`src/hdl/rcf_pkg.sv`:
```
package rcf_pkg;

   // Widths of the argument counter and of the length accumulator.
   localparam int COUNT_BITS  = 16;
   localparam int LENGTH_BITS = 30;

   // Fixed widths of the item fields and of the register port.
   localparam int BYTE_W      = 8;
   localparam int KIND_W      = 2;
   localparam int ARG_INDEX_W = 16;
   localparam int ERROR_W     = 2;
   localparam int MAX_ARGS_W  = 16;
   localparam int MAX_BULK_W  = 30;
   localparam int CSR_INDEX_W = 2;
   localparam int CSR_DATA_W  = 30;

   // Register indexes.
   localparam logic [CSR_INDEX_W-1:0] CSR_MAX_ARGS     = 2'd0;
   localparam logic [CSR_INDEX_W-1:0] CSR_MAX_BULK_LEN = 2'd1;

   // Register reset values.
   localparam logic [MAX_ARGS_W-1:0] MAX_ARGS_RESET     = 16'd1024;
   localparam logic [MAX_BULK_W-1:0] MAX_BULK_LEN_RESET = 30'd536870912;

   // Protocol characters.
   localparam logic [BYTE_W-1:0] CHAR_STAR   = 8'h2A;
   localparam logic [BYTE_W-1:0] CHAR_DOLLAR = 8'h24;
   localparam logic [BYTE_W-1:0] CHAR_CR     = 8'h0D;
   localparam logic [BYTE_W-1:0] CHAR_LF     = 8'h0A;
   localparam logic [BYTE_W-1:0] CHAR_ZERO   = 8'h30;
   localparam logic [BYTE_W-1:0] CHAR_NINE   = 8'h39;

   // Number of bytes that follow the bulk data.
   localparam logic [LENGTH_BITS-1:0] TRAIL_BYTES = LENGTH_BITS'(2);

   // Result kinds.
   typedef enum logic [KIND_W-1:0] {
      KIND_DATA    = 2'd0,
      KIND_ARG_END = 2'd1,
      KIND_ERROR   = 2'd2
   } kind_type;

   // Error codes.
   typedef enum logic [ERROR_W-1:0] {
      ERR_NONE      = 2'd0,
      ERR_BAD_CHAR  = 2'd1,
      ERR_BAD_COUNT = 2'd2,
      ERR_TOO_LONG  = 2'd3
   } error_type;

   // Parser phases.
   typedef enum logic [2:0] {
      PH_IDLE    = 3'd0,
      PH_CNT_NUM = 3'd1,
      PH_CNT_LF  = 3'd2,
      PH_DOLLAR  = 3'd3,
      PH_LEN_NUM = 3'd4,
      PH_LEN_LF  = 3'd5,
      PH_DATA    = 3'd6,
      PH_TRAIL   = 3'd7
   } phase_type;

endpackage

```
`src/hdl/resp_command_framer_core.sv`:
```
// Each accepted byte is held in the input register, and the parser step then writes any result
// into the result register, where it is presented; a stall from the far side can hold both.
// Throughput: one byte per cycle unless the far side stalls; the single parser step sets it.
// Reset (synchronous, active high) returns the parser to idle, clears the counters and
// restores max_args to 1024 and max_bulk_len to 536870912.
module resp_command_framer_core (
   input  logic                              clock,
   input  logic                              reset,
   input  logic                              req_valid,
   output logic                              req_stall,
   input  logic [rcf_pkg::BYTE_W-1:0]        req_byte_value,
   output logic                              rsp_valid,
   input  logic                              rsp_stall,
   output logic [rcf_pkg::KIND_W-1:0]        rsp_result_kind,
   output logic [rcf_pkg::BYTE_W-1:0]        rsp_data_byte,
   output logic [rcf_pkg::ARG_INDEX_W-1:0]   rsp_arg_index,
   output logic                              rsp_command_done,
   output logic [rcf_pkg::ERROR_W-1:0]       rsp_error_code,
   input  logic                              csr_write,
   input  logic [rcf_pkg::CSR_INDEX_W-1:0]   csr_index,
   input  logic [rcf_pkg::CSR_DATA_W-1:0]    csr_wdata
);
   import rcf_pkg::*;

   localparam logic [32:0] CNT_LIMIT = (33'd1 << COUNT_BITS) - 33'd1;
   localparam logic [LENGTH_BITS-1:0] LEN_MASK = '1;
   localparam int PROD_W = LENGTH_BITS + 4;

   // Configuration registers.
   logic [MAX_ARGS_W-1:0] max_args_ff;
   logic [MAX_BULK_W-1:0] max_bulk_len_ff;

   // Input register.
   logic              in_valid_ff, in_valid_in;
   logic [BYTE_W-1:0] in_byte_ff;

   // Parser state.
   phase_type              phase_ff, phase_in;
   logic [COUNT_BITS-1:0]  args_expected_ff, args_expected_in;
   logic [COUNT_BITS-1:0]  args_seen_ff, args_seen_in;
   logic [LENGTH_BITS-1:0] bytes_left_ff, bytes_left_in;
   logic [LENGTH_BITS-1:0] number_ff, number_in;
   logic                   saw_digit_ff, saw_digit_in;

   // Result register.
   logic                   out_valid_ff, out_valid_in;
   kind_type               out_kind_ff, out_kind_in;
   logic [BYTE_W-1:0]      out_byte_ff, out_byte_in;
   logic [ARG_INDEX_W-1:0] out_index_ff, out_index_in;
   logic                   out_done_ff, out_done_in;
   error_type              out_error_ff, out_error_in;

   // Step helpers.
   logic                   step_en;
   logic                   emit;
   logic                   is_digit;
   logic [PROD_W-1:0]      digit_sum;
   logic [LENGTH_BITS-1:0] number_next;
   logic [32:0]            number_wide;
   logic [LENGTH_BITS-1:0] bytes_dec;
   logic [COUNT_BITS-1:0]  seen_inc;

   // The step runs when an item is held and the result register is free or being drained.
   assign step_en   = in_valid_ff && (!out_valid_ff || !rsp_stall);
   assign req_stall = in_valid_ff && !step_en;

   // Configuration writes.
   always_ff @(posedge clock) begin
      if (reset) begin
         max_args_ff     <= MAX_ARGS_RESET;
         max_bulk_len_ff <= MAX_BULK_LEN_RESET;
      end else if (csr_write) begin
         if (csr_index == CSR_MAX_ARGS) begin
            max_args_ff <= csr_wdata[MAX_ARGS_W-1:0];
         end
         if (csr_index == CSR_MAX_BULK_LEN) begin
            max_bulk_len_ff <= csr_wdata[MAX_BULK_W-1:0];
         end
      end
   end

   // Input register: refilled whenever the held item moves on or the slot is empty.
   always_comb begin
      in_valid_in = in_valid_ff && !step_en;
      if (req_valid && !req_stall) begin
         in_valid_in = 1'b1;
      end
   end

   always_ff @(posedge clock) begin
      if (reset) begin
         in_valid_ff <= 1'b0;
      end else begin
         in_valid_ff <= in_valid_in;
      end
   end

   always_ff @(posedge clock) begin
      if (req_valid && !req_stall) begin
         in_byte_ff <= req_byte_value;
      end
   end

   // Decimal accumulation, saturating at all ones: n * 10 + digit.
   assign is_digit    = (in_byte_ff >= CHAR_ZERO) && (in_byte_ff <= CHAR_NINE);
   assign digit_sum   = (PROD_W'(number_ff) << 3) + (PROD_W'(number_ff) << 1)
                        + PROD_W'(in_byte_ff - CHAR_ZERO);
   assign number_next = (digit_sum > PROD_W'(LEN_MASK)) ? LEN_MASK
                                                        : digit_sum[LENGTH_BITS-1:0];
   assign number_wide = 33'(number_ff);
   assign bytes_dec   = bytes_left_ff - LENGTH_BITS'(1);
   assign seen_inc    = args_seen_ff + COUNT_BITS'(1);

   // Parser state register.
   always_ff @(posedge clock) begin
      if (reset) begin
         phase_ff         <= PH_IDLE;
         args_expected_ff <= '0;
         args_seen_ff     <= '0;
         bytes_left_ff    <= '0;
         number_ff        <= '0;
         saw_digit_ff     <= 1'b0;
      end else if (step_en) begin
         phase_ff         <= phase_in;
         args_expected_ff <= args_expected_in;
         args_seen_ff     <= args_seen_in;
         bytes_left_ff    <= bytes_left_in;
         number_ff        <= number_in;
         saw_digit_ff     <= saw_digit_in;
      end
   end

   // Next state and result for the held byte.
   always_comb begin
      phase_in         = phase_ff;
      args_expected_in = args_expected_ff;
      args_seen_in     = args_seen_ff;
      bytes_left_in    = bytes_left_ff;
      number_in        = number_ff;
      saw_digit_in     = saw_digit_ff;
      emit             = 1'b0;
      out_kind_in      = KIND_ERROR;
      out_byte_in      = '0;
      out_index_in     = '0;
      out_done_in      = 1'b0;
      out_error_in     = ERR_NONE;

      case (phase_ff)
         PH_IDLE: begin
            if (in_byte_ff == CHAR_STAR) begin
               number_in    = '0;
               saw_digit_in = 1'b0;
               phase_in     = PH_CNT_NUM;
            end
         end
         PH_CNT_NUM, PH_LEN_NUM: begin
            if (is_digit) begin
               number_in    = number_next;
               saw_digit_in = 1'b1;
            end else if (in_byte_ff == CHAR_CR) begin
               phase_in = (phase_ff == PH_CNT_NUM) ? PH_CNT_LF : PH_LEN_LF;
            end else begin
               emit         = 1'b1;
               out_error_in = ERR_BAD_CHAR;
               phase_in     = PH_IDLE;
            end
         end
         PH_CNT_LF: begin
            if (in_byte_ff != CHAR_LF || !saw_digit_ff) begin
               emit         = 1'b1;
               out_error_in = ERR_BAD_CHAR;
               phase_in     = PH_IDLE;
            end else if (number_ff == '0 || number_wide > CNT_LIMIT
                         || number_wide > 33'(max_args_ff)) begin
               emit         = 1'b1;
               out_error_in = ERR_BAD_COUNT;
               phase_in     = PH_IDLE;
            end else begin
               args_expected_in = COUNT_BITS'(number_ff);
               args_seen_in     = '0;
               phase_in         = PH_DOLLAR;
            end
         end
         PH_DOLLAR: begin
            if (in_byte_ff != CHAR_DOLLAR) begin
               emit         = 1'b1;
               out_error_in = ERR_BAD_CHAR;
               phase_in     = PH_IDLE;
            end else begin
               number_in    = '0;
               saw_digit_in = 1'b0;
               phase_in     = PH_LEN_NUM;
            end
         end
         PH_LEN_LF: begin
            if (in_byte_ff != CHAR_LF || !saw_digit_ff) begin
               emit         = 1'b1;
               out_error_in = ERR_BAD_CHAR;
               phase_in     = PH_IDLE;
            end else if (number_ff == LEN_MASK
                         || number_wide > 33'(max_bulk_len_ff)) begin
               emit         = 1'b1;
               out_error_in = ERR_TOO_LONG;
               phase_in     = PH_IDLE;
            end else if (number_ff == '0) begin
               // An empty bulk string goes straight to its trailer.
               bytes_left_in = TRAIL_BYTES;
               phase_in      = PH_TRAIL;
            end else begin
               bytes_left_in = number_ff;
               phase_in      = PH_DATA;
            end
         end
         PH_DATA: begin
            emit          = 1'b1;
            out_kind_in   = KIND_DATA;
            out_byte_in   = in_byte_ff;
            out_index_in  = ARG_INDEX_W'(args_seen_ff);
            bytes_left_in = bytes_dec;
            if (bytes_dec == '0) begin
               bytes_left_in = TRAIL_BYTES;
               phase_in      = PH_TRAIL;
            end
         end
         PH_TRAIL: begin
            bytes_left_in = bytes_dec;
            // The argument ends on the second trailing byte.
            if (bytes_dec == '0) begin
               emit         = 1'b1;
               out_kind_in  = KIND_ARG_END;
               out_index_in = ARG_INDEX_W'(args_seen_ff);
               out_done_in  = (seen_inc == args_expected_ff);
               args_seen_in = seen_inc;
               phase_in     = (seen_inc == args_expected_ff) ? PH_IDLE : PH_DOLLAR;
            end
         end
         default: begin
            phase_in = PH_IDLE;
         end
      endcase
   end

   // Result register: loaded by a step that emits, held while the far side stalls.
   always_comb begin
      out_valid_in = out_valid_ff && rsp_stall;
      if (step_en) begin
         out_valid_in = emit;
      end
   end

   always_ff @(posedge clock) begin
      if (reset) begin
         out_valid_ff <= 1'b0;
      end else begin
         out_valid_ff <= out_valid_in;
      end
   end

   always_ff @(posedge clock) begin
      if (step_en && emit) begin
         out_kind_ff  <= out_kind_in;
         out_byte_ff  <= out_byte_in;
         out_index_ff <= out_index_in;
         out_done_ff  <= out_done_in;
         out_error_ff <= out_error_in;
      end
   end

   assign rsp_valid        = out_valid_ff;
   assign rsp_result_kind  = out_kind_ff;
   assign rsp_data_byte    = out_byte_ff;
   assign rsp_arg_index    = out_index_ff;
   assign rsp_command_done = out_done_ff;
   assign rsp_error_code   = out_error_ff;

   // A stall towards the sender is only raised while an item is held.
   assert property (@(posedge clock) disable iff (reset) req_stall |-> in_valid_ff)
      else $error("input stalled with no item held");

   // Every reported error returns the parser to idle.
   assert property (@(posedge clock) disable iff (reset)
      (step_en && emit && out_kind_in == KIND_ERROR) |=> phase_ff == PH_IDLE)
      else $error("parser not idle after an error");

   // Inside bulk data there is always at least one byte left.
   assert property (@(posedge clock) disable iff (reset)
      phase_ff == PH_DATA |-> bytes_left_ff != '0)
      else $error("data phase with no bytes left");

   // The trailer counts down from two.
   assert property (@(posedge clock) disable iff (reset)
      phase_ff == PH_TRAIL |-> (bytes_left_ff == LENGTH_BITS'(1)
                                || bytes_left_ff == TRAIL_BYTES))
      else $error("trailer count out of range");

   // Command completion is only flagged on an argument end.
   assert property (@(posedge clock) disable iff (reset)
      (out_valid_ff && out_done_ff) |-> out_kind_ff == KIND_ARG_END)
      else $error("command done on a result that is not an argument end");

endmodule

```
`config.mk`:
```
export PLATFORM = sky130hd
export DESIGN_NAME = resp_command_framer_core
export DESIGN_NICKNAME = d
export VERILOG_FILES = /design/src/hdl/rcf_pkg.sv /design/src/hdl/resp_command_framer_core.sv
export SDC_FILE = /design/constraint.sdc
export NUM_CORES = 1
export LEC_CHECK = 0
export BUFFER_PORTS_ARGS = -buffer_cell sky130_fd_sc_hd__buf_2
export CORE_ASPECT_RATIO = 0.75
export CORE_MARGIN = 2
export CORE_UTILIZATION = 56
export DETAILED_ROUTE_END_ITERATION = 8
export PLACE_DENSITY_LB_ADDON = 0.1
export SETUP_SLACK_MARGIN = 0.15
export SYNTH_ARGS = -nofsm -noshare
export SYNTH_HDL_FRONTEND = slang
export SYNTH_SLANG_ARGS = --single-unit
```
`constraint.sdc`:
```
create_clock -name clock -period 6.8 [get_ports clock]
set_clock_uncertainty 0.1 [all_clocks]
set_input_delay 0.34 -clock clock [delete_from_list [all_inputs] [get_ports clock]]
set_output_delay 0.34 -clock clock [all_outputs]
set_load 0.02 [all_outputs]
```
==> results of run 1 <==
cells in the final DEF (no fill, tap or decap), types with 9 or more instances in the layout:
master,instances
a221o_1,35
nand3_1,39
and4_1,10
and3_1,18
xnor2_1,40
a31oi_1,10
a21o_1,14
nor4_1,31
o21ai_0,61
a21oi_1,140
nor2_1,101
or4_1,12
nor3_1,38
a211oi_1,12
nor2b_1,22
o31ai_1,10
mux2i_1,19
clkbuf_16,18
buf_4,14
or3_1,10
dfxtp_1,144
edfxtp_1,37
nand4_1,31
inv_1,80
fa_1,29
nand2_1,188
buf_2,74
ha_1,87
nand2b_1,9
xor2_1,25
power by group through the flow:
stage / Sequential, mW / Combinational [mW] / Clock [mW]
final: 1.11 / 0.150 / 0.970
after floorplan: 1.13 / 0.0967 / 0
after global routing: 1.11 / 0.165 / 1.02
after CTS: 1.11 / 0.147 / 0.976
after global placement: 1.14 / 0.143 / 0
after detailed placement: 1.14 / 0.144 / 0
how the worst min path moves through the flow:
stage	start	slack, ps	depth (start not counted)	end
after floorplan	max_args_ff[11]	340	2	max_args_ff[11]
after global placement	max_args_ff[6]	340	2	max_args_ff[6]
after detailed placement	max_bulk_len_ff[3]	350	2	max_bulk_len_ff[3]
after CTS	req_valid	9	2	in_valid_ff
after global routing	req_valid	10	2	in_valid_ff
final	req_valid	20	2	in_valid_ff
per-layer routing:
| layer | vias to the layer above | wire (microns) |
|---|---|---|
| li1 | 5391 | - |
| met1 | 5240 | 16940 |
| met2 | 499 | 14270 |
| met3 | 48 | 3310 |
| met4 | 0 | 676 |
| met5 | - | 0 |
cells in the mapped netlist, drive strengths merged, types with 8 or more instances:
cell	n
dfxtp	144
or3	10
fa	29
a21o	14
nor3	42
inv	80
mux2i	19
and3	18
edfxtp	37
o21ai	64
nand2	188
ha	87
a21oi	142
and2	9
and4	10
a221o	35
buf	16
a221oi	11
o31ai	10
o211ai	8
nor2	102
nor2b	22
xor2	25
clkbuf	70
or4	13
a31oi	11
nor4	34
a211oi	12
xnor2	40
nand3	39
nand4	32
nand2b	9
per-stage QoR:
step                      power [mW]  hold slack, ps
final                          2.233           16.25
after global routing           2.298           14.87
after CTS                      2.236           9.207
after detailed placement       1.282           346.9
after global placement         1.280           342.8
after floorplan                1.230           336.3
sequential cells by signal (all words and copies together) (netlist names), 2 cells and up:
register,count
rsp_data_byte,8
rsp_arg_index,16
number_ff,30
in_byte_ff,8
rsp_error_code,2
max_args_ff,16
phase_ff,3
rsp_result_kind,2
max_bulk_len_ff,30
bytes_left_ff,30
args_seen_ff,16
args_expected_ff,16
area by class of cell:
type | instances | area (sq um)
clock inverters | 8 | 73.82
fillers | 1889 | 7921
multi-input cells | 1126 | 7695
inverters | 80 | 300.3
clock buffers | 24 | 483.0
well taps | 288 | 360.3
repair buffers | 93 | 525.5
flip-flops and latches | 181 | 3994
kinds of logic after synthesis:
kind of cell / count (synthesis) / share of synthesized area, %
simple gates: 557 / 22.82
compound gates: 367 / 19.50
flops: 181 / 32.41
buf+inv: 166 / 5.381
fa+ha+maj: 116 / 13.54
xor+xnor: 65 / 4.619
mux: 21 / 1.726
==> run_results.csv, run 1 <==
group,metric,value,unit
outcome,outcome,"finished clean",
routing,route.detailed.drc,0,
worst_setup_path,startpoint,"in_byte_ff[5]",
pwr,seqPwrFrac,49.9,%
worst_setup_path,path_buf_inv,1,
pwr,p_switching,540.8,uW
synth,synth_area_leaders,"dfxtp_1, edfxtp_1, ha_1",
worst_setup_path,critPathArrivalTime,5310,ps
synth,ys_seq_area_share,32.41,%
routing,first_pass_iters,7,
worst_setup_path,cpPeakStageDelay,770,ps
clock_tree,cts_resized,0,
sta,setup_slack,1722,ps
floorplan,die_h,132.5,microns
sta,rsz0062_at_grt,"no",
cells_and_area,finalNetCount,1660,
cells_and_area,final_area,13430,sq um
placement,place_area,12820,sq um
clock_tree,cts_tree,"done",
worst_setup_path,critPathSlowestCell,"o41a_1",
clock_tree,clock_path_buffers,2,
routing,ant_nets,0,
sta,finalSetupViolations,0,
worst_setup_path,r2r_end,"number_ff[16]",
sta,tightest_slew,1127,ps
synth,syn-instance-count,1473,
global_routing,grt_first_pass_wirelength,55830,microns
clock_tree,cts.sinks,181,
clock_tree,holdBufCountCts,5,
synth,synth_top_area_share,23.39,%
synth,synthDistinctLibCells,76,
clock_tree,cts.htree.levels,4,
clock_tree,root_buffer,"clkbuf_16",
worst_setup_path,rrSetupSlack,1720,ps
worst_setup_path,r2r_start,"in_byte_ff[5]",
sta,fmax,196.9,MHz
floorplan,ios,76,
job,drv_cap,0,
placement,gp_congestion,0.9809,
global_routing,grt_pass1_vias,10130,
routing,avgViaCountPerCell,6.210,
floorplan,placementRows,46,
pwr,p_clk_share,43.4,%
synth,synth_seq_cells,181,
floorplan,die_w,175.3,microns
pwr,p_per_area,166.3,nW/um^2
worst_setup_path,cp_max_fo,30,
hold_path,hp-class,"primary input to flop",
worst_setup_path,worstSetupStartpointType,"flop",
pwr,p_leak,5.227,nW
worst_setup_path,ff2ff_path_depth,13,
synth,yosys_warnings,0,
cells_and_area,drive_above_1_share,9.854,%
cells_and_area,antenna_cells,0,
placement,post-dp-hpwl,25130,microns
worst_setup_path,worstPathCellList,"ha_1 -> nor3_2 -> buf_4 -> fa_1 -> ha_1 -> and4_1 -> nand3_1 -> o311ai_0 -> a21oi_1 -> o41ai_1 -> xor2_1 -> o41a_1 -> a221o_1",
sta,hold_viol_final,0,
synth,synth_edf_count,37,
placement,place_inst,1763,
floorplan,fp.coreArea,21350,sq um
clock_tree,postCtsSetupRepairBufs,0,
floorplan,dieArea,23220,sq um
synth,synth_top_cell_by_area,"dfxtp_1",
pwr,power_frac_comb,6.7,%
placement,dp_slack,1794,ps
pwr,p_int,1.693,mW
pwr,p_sw_share,24.22,%
cells_and_area,final_core_util,62.90,%
routing,dr_total_vias,11180,
pwr,ir_worst_vdd,0.0001751,V
worst_setup_path,crit_end,"number_ff[16]",
global_routing,grt_use_met1,46.95,%
sta,slew-limit-headroom,24.53,%
clock_tree,clkTransAtPathRegs,70,ps
sta,finalCriticalPeriod,5078,ps
clock_tree,clk_latency,450,ps
global_routing,grt_usage,30.52,%
global_routing,grt_max_degree,62,
worst_setup_path,required,7030,ps
global_routing,antenna_found_initial,0,
sta,post-route-period-util,74.68,%
global_routing,grt_overflow_total,0,
synth,synth_ff_type,"dfxtp_1",
worst_setup_path,endpoint_kind,"flop",
global_routing,busiest_layer,"met1",
sta,maxSlewViolCount,0,
routing,drt_iter0_markers,1302,
worst_setup_path,path_class,"flop to flop",
synth,async_flop_share,0,%
sta,setup_tns,0,ps
worst_setup_path,critical_path_cell_count,13,
global_routing,use_met2,42.87,%
synth,syn-num-nets,1634,
global_routing,use_met3,6.408,%
routing,drt_wl_total,35200,microns
cells_and_area,layout.cells.non_filler,1800,
synth,syn_avg_cell_area,8.367,sq um
clock_tree,cts_buffers,17,
cells_and_area,areaGrowthSynthToFinish,8.985,%
placement,port_buffers,75,
worst_setup_path,worst_path_most_repeated_cell,"ha_1",
routing,wl_per_cell,19.55,microns
synth,syn_area,12320,sq um
floorplan,start_util,57.72,%
worst_setup_path,cpLargestDelayFamily,"compound AO/OA/AOI/OAI gates",
Note: power is estimated with default switching activity, not from simulation.
==> inputs of run 2 (changes only) <==
==> constraint.sdc (replaced) <==
create_clock -name clock -period 4.1 [get_ports clock]
set_clock_uncertainty 0.1 [all_clocks]
set_input_delay 0.205 -clock clock [delete_from_list [all_inputs] [get_ports clock]]
set_output_delay 0.205 -clock clock [all_outputs]
set_load 0.02 [all_outputs]
==> run_results.csv, run 2 (same netlist as run 1, synthesis figures left out) <==
group,metric,value,unit
sta,tightest_slew,1135,ps
pwr,p_sw_share,24.59,%
worst_setup_path,cpPeakStageDelay,560,ps
routing,drt_wl_total,39410,microns
routing,met3_wirelength,4297,microns
floorplan,ios,76,
clock_tree,clk_latency,450,ps
clock_tree,clock_path_buffers,2,
global_routing,grt_overflow_total,0,
pwr,p_per_area,253.6,nW/um^2
routing,ant_nets,0,
sta,finalSetupViolations,30,
pwr,seqPwrFrac,48.0,%
clock_tree,cts.sinks,181,
cells_and_area,final_cell_mix,"nand2_1, dfxtp_1, a21oi_1",
global_routing,grt_first_pass_wirelength,60870,microns
outcome,violations,"setup timing",
cells_and_area,final_core_util,71.04,%
sta,hold_viol_final,0,
worst_setup_path,cpLargestDelayFamily,"compound AO/OA/AOI/OAI gates",
sta,fmax,228.0,MHz
sta,finalCriticalPeriod,4385,ps
routing,route.met2.wl,16580,microns
pwr,p_clk_share,42.8,%
cells_and_area,antenna_cells,0,
worst_setup_path,required,4330,ps
cells_and_area,mostFrequentLayoutCell,"nand2_1",
routing,top_layer_used,"met4",
outcome,outcome,"complete, but fails checks",
cells_and_area,final_area,15170,sq um
job,drv_cap,0,
worst_setup_path,endpoint_kind,"flop",
pwr,p_leak,6.032,nW
routing,route.detailed.drc,0,
floorplan,die_w,175.3,microns
pwr,p_total,3.846,mW
placement,post-dp-hpwl,27780,microns
routing,wl_met1,17800,microns
placement,place_inst,1869,
worst_setup_path,path_class,"flop to flop",
hold_path,hp-class,"primary input to flop",
floorplan,dieArea,23220,sq um
placement,port_buffers,75,
cells_and_area,top_regs,"bytes_left_ff (30), max_bulk_len_ff (30), number_ff (30)",
routing,drt_iter0_markers,1536,
sta,slew-limit-headroom,23.99,%
routing,wl_per_cell,20.19,microns
clock_tree,clkTransAtPathRegs,70,ps
cells_and_area,areaGrowthSynthToFinish,23.08,%
sta,maxSlewViolCount,0,
global_routing,grt_max_degree,50,
worst_setup_path,cp_max_fo,7,
worst_setup_path,critPathArrivalTime,4620,ps
clock_tree,root_buffer,"clkbuf_16",
floorplan,start_util,57.72,%
global_routing,grt_pass1_vias,11050,
sta,setup_slack,-285.4,ps
pwr,p_switching,945.7,uW
global_routing,grt_usage,33.30,%
cells_and_area,drive_above_1_share,19.29,%
placement,place_area,13740,sq um
sta,hold_slack,127.1,ps
clock_tree,cts.htree.levels,4,
worst_setup_path,path_buf_inv,6,
placement,gp_congestion,0.9864,
worst_setup_path,worstPathCellList,"ha_4 -> nor3_4 -> buf_6 -> buf_8 -> buf_16 -> fa_1 -> ha_4 -> buf_4 -> nand2_1 -> o21ai_0 -> a221o_1 -> inv_1 -> o31ai_4 -> a31oi_1 -> xnor2_1 -> o41a_4 -> clkbuf_16 -> a221o_1",
floorplan,fp.coreArea,21350,sq um
worst_setup_path,critPathSlowestCell,"o41a_4",
placement,dp_slack,-100.3,ps
sta,post-route-period-util,107.0,%
pwr,p_int,2.900,mW
clock_tree,cts_buffers,17,
global_routing,antenna_found_initial,0,
pwr,ir_worst_vdd,0.0002826,V
worst_setup_path,worstSetupStartpointType,"flop",
cells_and_area,layout.cells.non_filler,1952,
floorplan,die_h,132.5,microns
floorplan,placementRows,46,
routing,dr_total_vias,12230,
sta,setup_tns,-7790,ps
cells_and_area,finalNetCount,1812,
routing,avgViaCountPerCell,6.264,
pwr,power_frac_comb,9.2,%
clock_tree,cts_tree,"done",
routing,first_pass_iters,7,
sta,rsz0062_at_grt,"yes",
[run 2: final timing paths]
kind                                     start        endpoint  slack (ps)  cells past startpoint
worst min register to register  max_args_ff[9]  max_args_ff[9]         350                      2
worst max register to register   in_byte_ff[4]   number_ff[29]        -290                     18
worst max-delay path             in_byte_ff[4]   number_ff[29]        -290                     18
worst min-delay path              csr_index[0]  max_args_ff[9]         130                      4
[run 2: routing by layer]
layer  global-route usage (%)  up-vias
met2                    48.38      637
met1                    49.74     5798
met5                        0        -
met4                    7.917        0
li1                         -     5722
met3                    7.902       70
[run 2: cell type report]
cell class / instances / area, sq um
clock buffers: 22 / 485.5
clock inverters: 10 / 93.84
fillers: 1702 / 6185
inverters: 80 / 300.3
multi-input cells: 1126 / 8035
flip-flops and latches: 181 / 3996
well taps: 288 / 360.3
repair buffers: 245 / 1897
[run 2: tightest hold or removal path, cell delays in order]
cell     delay, ps
buf_2          110
nor3b_2        150
nand2_1        110
a21oi_1         50
[run 2: what timing repair did]
item / in CTS / in global routing
gates cloned: 1 / 5
gates resized for setup: 20 / 32
pin swaps: 3 / 14
endpoints found under the setup margin: 30 / 35
hold endpoints to repair: 56 / 0
setup buffers: 2 / 3
hold buffers: 40 / 0
[run 2: power groups by stage]
| stage | logic, mW | registers, mW | clock network, mW |
|---|---|---|---|
| 6_report | 0.353 | 1.85 | 1.65 |
| 5_1_grt | 0.384 | 1.85 | 1.73 |
| 4_1_cts | 0.325 | 1.84 | 1.66 |
| 3_5_place_dp | 0.281 | 1.88 | 0 |
| 3_3_place_gp | 0.277 | 1.88 | 0 |
| 2_1_floorplan | 0.165 | 1.88 | 0 |
